File: src/ihp_ram.sv
// Generic simple dual-port RAM: one write port, one registered read port.
// No dependencies.
module ihp_ram #(
  parameter int unsigned WIDTH = 8,
  parameter int unsigned DEPTH = 16
) (
  input  logic                     clk,
  input  logic                     we,
  input  logic [$clog2(DEPTH)-1:0] waddr,
  input  logic [WIDTH-1:0]         wdata,
  input  logic [$clog2(DEPTH)-1:0] raddr,
  output logic [WIDTH-1:0]         rdata
);

  logic [WIDTH-1:0] mem [DEPTH];

  // Write, then register the read word
  always_ff @(posedge clk) begin
    if (we) begin
      mem[waddr] <= wdata;
    end
    rdata <= mem[raddr];
  end

endmodule

File: config.mk
export PLATFORM = sky130hd
export DESIGN_NAME = ihp_ram
export DESIGN_NICKNAME = d
export VERILOG_FILES = /design/src/ihp_ram.sv
export SDC_FILE = /design/constraint.sdc
export NUM_CORES = 1
export LEC_CHECK = 0
export ABC_AREA = 1
export BUFFER_PORTS_ARGS = -buffer_cell sky130_fd_sc_hd__buf_2
export CAP_MARGIN = 20
export CORE_MARGIN = 4
export CORE_UTILIZATION = 60
export DETAILED_ROUTE_END_ITERATION = 6
export GPL_ROUTABILITY_DRIVEN = 0
export MAX_ROUTING_LAYER = met4
export PLACE_DENSITY = 0.78
export SYNTH_ARGS = -nofsm -noshare
export SYNTH_HDL_FRONTEND = slang
export SYNTH_SLANG_ARGS = --single-unit
File: constraint.sdc
create_clock -name clk -period 1.4 [get_ports clk]
set_clock_uncertainty 0.1 [all_clocks]
set_input_delay 0.21 -clock clk [delete_from_list [all_inputs] [get_ports clk]]
set_output_delay 0.21 -clock clk [all_outputs]
set_load 0.01 [all_outputs]
After elaboration in Yosys (flattened, before gate mapping)
Memory sizes are Yosys's and may differ from the RTL's. A register that Yosys moved wholly into a read port is not among the register bits.
Cells that the tools add are included.
- memories: 1
- register bits after elaboration: 0
- logic and storage cells: 3
- output and inout bits: 8
- memory bits (writable): 128
- input bits: 18
- mux-type cells: 2
- memory list (name ; words ; width ; read ports ; clocked after Yosys merged registers in ; wr ports ; line ; source):
    mem ; 16 ; 8 ; 1 ; 1 ; 1 ; 15 ; logic [WIDTH-1:0] mem [DEPTH];
- operators with widths (operator ; count):
    $mux W1 ; 2

Longest topological paths before layout
- depth in word-level cells: 2
- mapped depth: 8
- gate-level depth less buffers: 7

Least setup slack after synthesis
No wires, ideal clock.
- path kind: input to register
- start: in waddr[2]
- end: mem mem[10][0], enable pin
- path buffers: 0
- setup time: 370 ps
- slack: 139 ps
- stages: 2
- data arrival time: 791 ps
- data required time: 930 ps
- cell sequence: nand3b_1 nor2_1
- RTL lines (what ; line ; source):
    start: declaration ; 9 ; input logic [$clog2(DEPTH)-1:0] waddr,
    end: declaration ; 15 ;
Straight into the memory's write port.

Worst setup path in the final report
- start: reg rdata[1], read port of mem
- end: out rdata[1]
- RTL lines (what ; line ; source):
    start: declaration ; 12 ; output logic [WIDTH-1:0] rdata
No word-level cell between the ends.

==> results.py <==
metrics = {
    "timing": {
        "slew_headroom_pct": 73.39,
        "slew_violations": 0,
        "rsz0062_at_grt": "false",
        "fin_ws_ns": 0.04922,
        "fmax_mhz": 740.3,
        "final-setup-viol-count": 0,
        "tightest_slew_ns": 0.3992,
        "min_period_over_period_pct": 96.48,
        "hold_viol": 0,
        "fin_crit_ns": 1.351,
    },
    "worst_setup_path": {
        "worstSetupEndpointType": "output port",
        "path_buf_inv": 1,
        "arrival_ns": 1.04,
        "startpoint_type": "register",
        "critPathMaxFanout": 1,
        "crit_type": "register to output port",
        "crit_required_ns": 1.09,
        "crit_family": "flip-flops",
        "cpPeakStageDelay_ns": 0.37,
        "cp_cell_sequence": "buf_2",
        "crit_slowest_cell": "dfxtp_1",
    },
    "pwr": {
        "p_switching_w": 0.002212,
        "p_int_w": 0.007333,
        "power_frac_comb_pct": 6.4,
        "ir_drop_mv": 1.254,
        "clkPwrFrac_pct": 45.6,
        "seq_power_share_pct": 48.0,
        "p_sw_share_pct": 23.17,
        "static-leakage-power_nw": 2.983,
        "powerDensity_nw_per_um2": 1406,
    },
    "finish": {
        "drive_above_1_share_pct": 14.29,
        "area_growth_pct": 17.75,
        "nets": 621,
        "n_antenna_cell": 0,
        "final_area_um2": 6790,
    },
    "logic_synthesis": {
        "synth_top_area_share_pct": 66.65,
        "yosys_warnings": 0,
        "async_reset_ff_share_pct": 0,
        "synth_seq_cells": 136,
        "syn-cell-area_um2": 5767,
        "synth_area_leaders": "edfxtp_1 (67%), nand2_1 (11%), nand3_1 (8.4%)",
        "synthTopCellsByCount": "nand2_1 (173), edfxtp_1 (128), inv_1 (100)",
        "yosysMostFrequentCell": "nand2_1",
        "syn_avg_cell_area_um2": 10.47,
        "syn-instance-count": 551,
        "synth_edf_count": 128,
        "yosysTopAreaCell": "edfxtp_1",
        "synth_cell_types": 12,
        "ys.flop_type": "edfxtp_1",
        "synth-seq-area-share_pct": 69.43,
        "synth_nets": 569,
    },
    "grt": {
        "antenna_found_initial": 0,
        "grt_pass1_wl_um": 21220,
        "grt_max_degree": 33,
        "grt_overflow": 0,
        "grt_pass1_vias": 4031,
        "grt_usage_pct": 26.16,
    },
    "routing": {
        "antenna_left": 0,
        "drc": 0,
        "routed_wl_um": 13230,
        "initialDrtViolationCount": 373,
        "first_pass_iters": 7,
        "viasPerCell": 5.454,
        "vias": 4063,
        "post_drt_wl_per_cell_um": 17.76,
    },
    "clock_network": {
        "cts_buffers": 17,
        "cts.reportedPaths.clkPinSlew_ns": 0.06,
        "clk_path_buf_depth": 2,
        "cts_root_buffer": "clkbuf_8",
        "clkSinkCount": 136,
        "post_cts_buffers": 0,
        "clk_latency_ns": 0.52,
        "cts_tree": "yes",
        "cts_resized": 0,
        "h-tree-depth": 4,
        "ctsHoldBuffers": 2,
    },
    "placement": {
        "dp_slack_ns": -0.02175,
        "port_buffers": 25,
        "place_area_um2": 6187,
        "dp_hpwl_um": 8086,
    },
    "floorplanning": {
        "pin_count": 26,
        "start_util_pct": 62.12,
        "die_w_um": 106.0,
        "dieHeight_um": 106.0,
        "die_area_um2": 11240,
        "core_um2": 9284,
        "rows": 35,
    },
    "run": {
        "maxCapViolations": 0,
    },
    "min_path": {
        "hp-class": "input port to register",
    },
    "run_status": {
        "status": "complete, no violations",
    },
}
==> power by group through the flow <==
stage	logic (W)	registers, W	clock network (W)
6_report	0.000613	0.00458	0.00435
5_1_grt	0.000673	0.00459	0.00458
4_1_cts	0.000608	0.00458	0.00437
3_5_place_dp	0.000590	0.00467	0
3_3_place_gp	0.000573	0.00466	0
2_1_floorplan	0.000321	0.00467	0
==> flip-flops by register name (all words and copies together), names as in the netlist <==
signal  flops
mem       128
rdata       8
==> path summary, 6_finish.rpt <==
check | from | to | slack, ns | depth (start not counted)
min | wdata[7] | mem[2][7] | 0.009 | 1
max | rdata[1] | rdata[1] | 0.05 | 1
max reg2reg | mem[6][6] | rdata[6] | 0.23 | 6
min reg2reg | mem[10][6] | rdata[6] | 0.58 | 6
==> routing by layer <==
| metal | share of wire (%) | wire (µm) | global-route usage, % | vias to the layer above |
|---|---|---|---|---|
| li1 | - | - | - | 1886 |
| met1 | 39 | 5216 | 32.19 | 1936 |
| met2 | 50 | 6645 | 42.76 | 206 |
| met3 | 7.6 | 1003 | 5.586 | 35 |
| met4 | 2.8 | 364 | 10.36 | 0 |
| met5 | 0 | 0 | - | - |
==> cells in the final DEF, fill, tap and decap left out, drive strengths merged <==
cell	count
dlygate4sd3	2
nand3b	2
edfxtp	128
buf	55
nand3	97
bufinv	2
clkinv	5
clkbuf	18
clkinvlp	2
nand2	173
dfxtp	8
inv	107
nor2	17
==> final cells by class <==
| cell class | instances | area, µm² |
|---|---|---|
| flip-flops and latches | 136 | 4004 |
| fillers | 618 | 2494 |
| multi-input cells | 289 | 1214 |
| repair buffers | 57 | 445.4 |
| clock buffers | 18 | 417.9 |
| inverters | 102 | 382.9 |
| clock inverters | 14 | 165.2 |
| well taps | 129 | 161.4 |
==> cells by family after synthesis <==
group         Yosys count  synth area share (%)
flops                 136                 69.43
buf+inv               126                 9.525
simple gates          289                 21.05
==> per-stage QoR <==
stage / setup TNS [ns] / instances / total power [W] / utilization (%) / hold WS [ns]
2_1_floorplan: 0 / 551 / 0.004993 / - / 0.2089
3_3_place_gp: 0 / 711 / 0.005236 / 66.64 / 0.4801
3_5_place_dp: -0.02175 / 711 / 0.005256 / 66.64 / 0.4836
4_1_cts: 0 / 745 / 0.009558 / 73.14 / 0.002095
5_1_grt: 0 / 745 / 0.009838 / 73.14 / 0.008385
6_report: 0 / 745 / 0.009545 / 73.14 / 0.009222
Power figures use the tool's default switching activity.
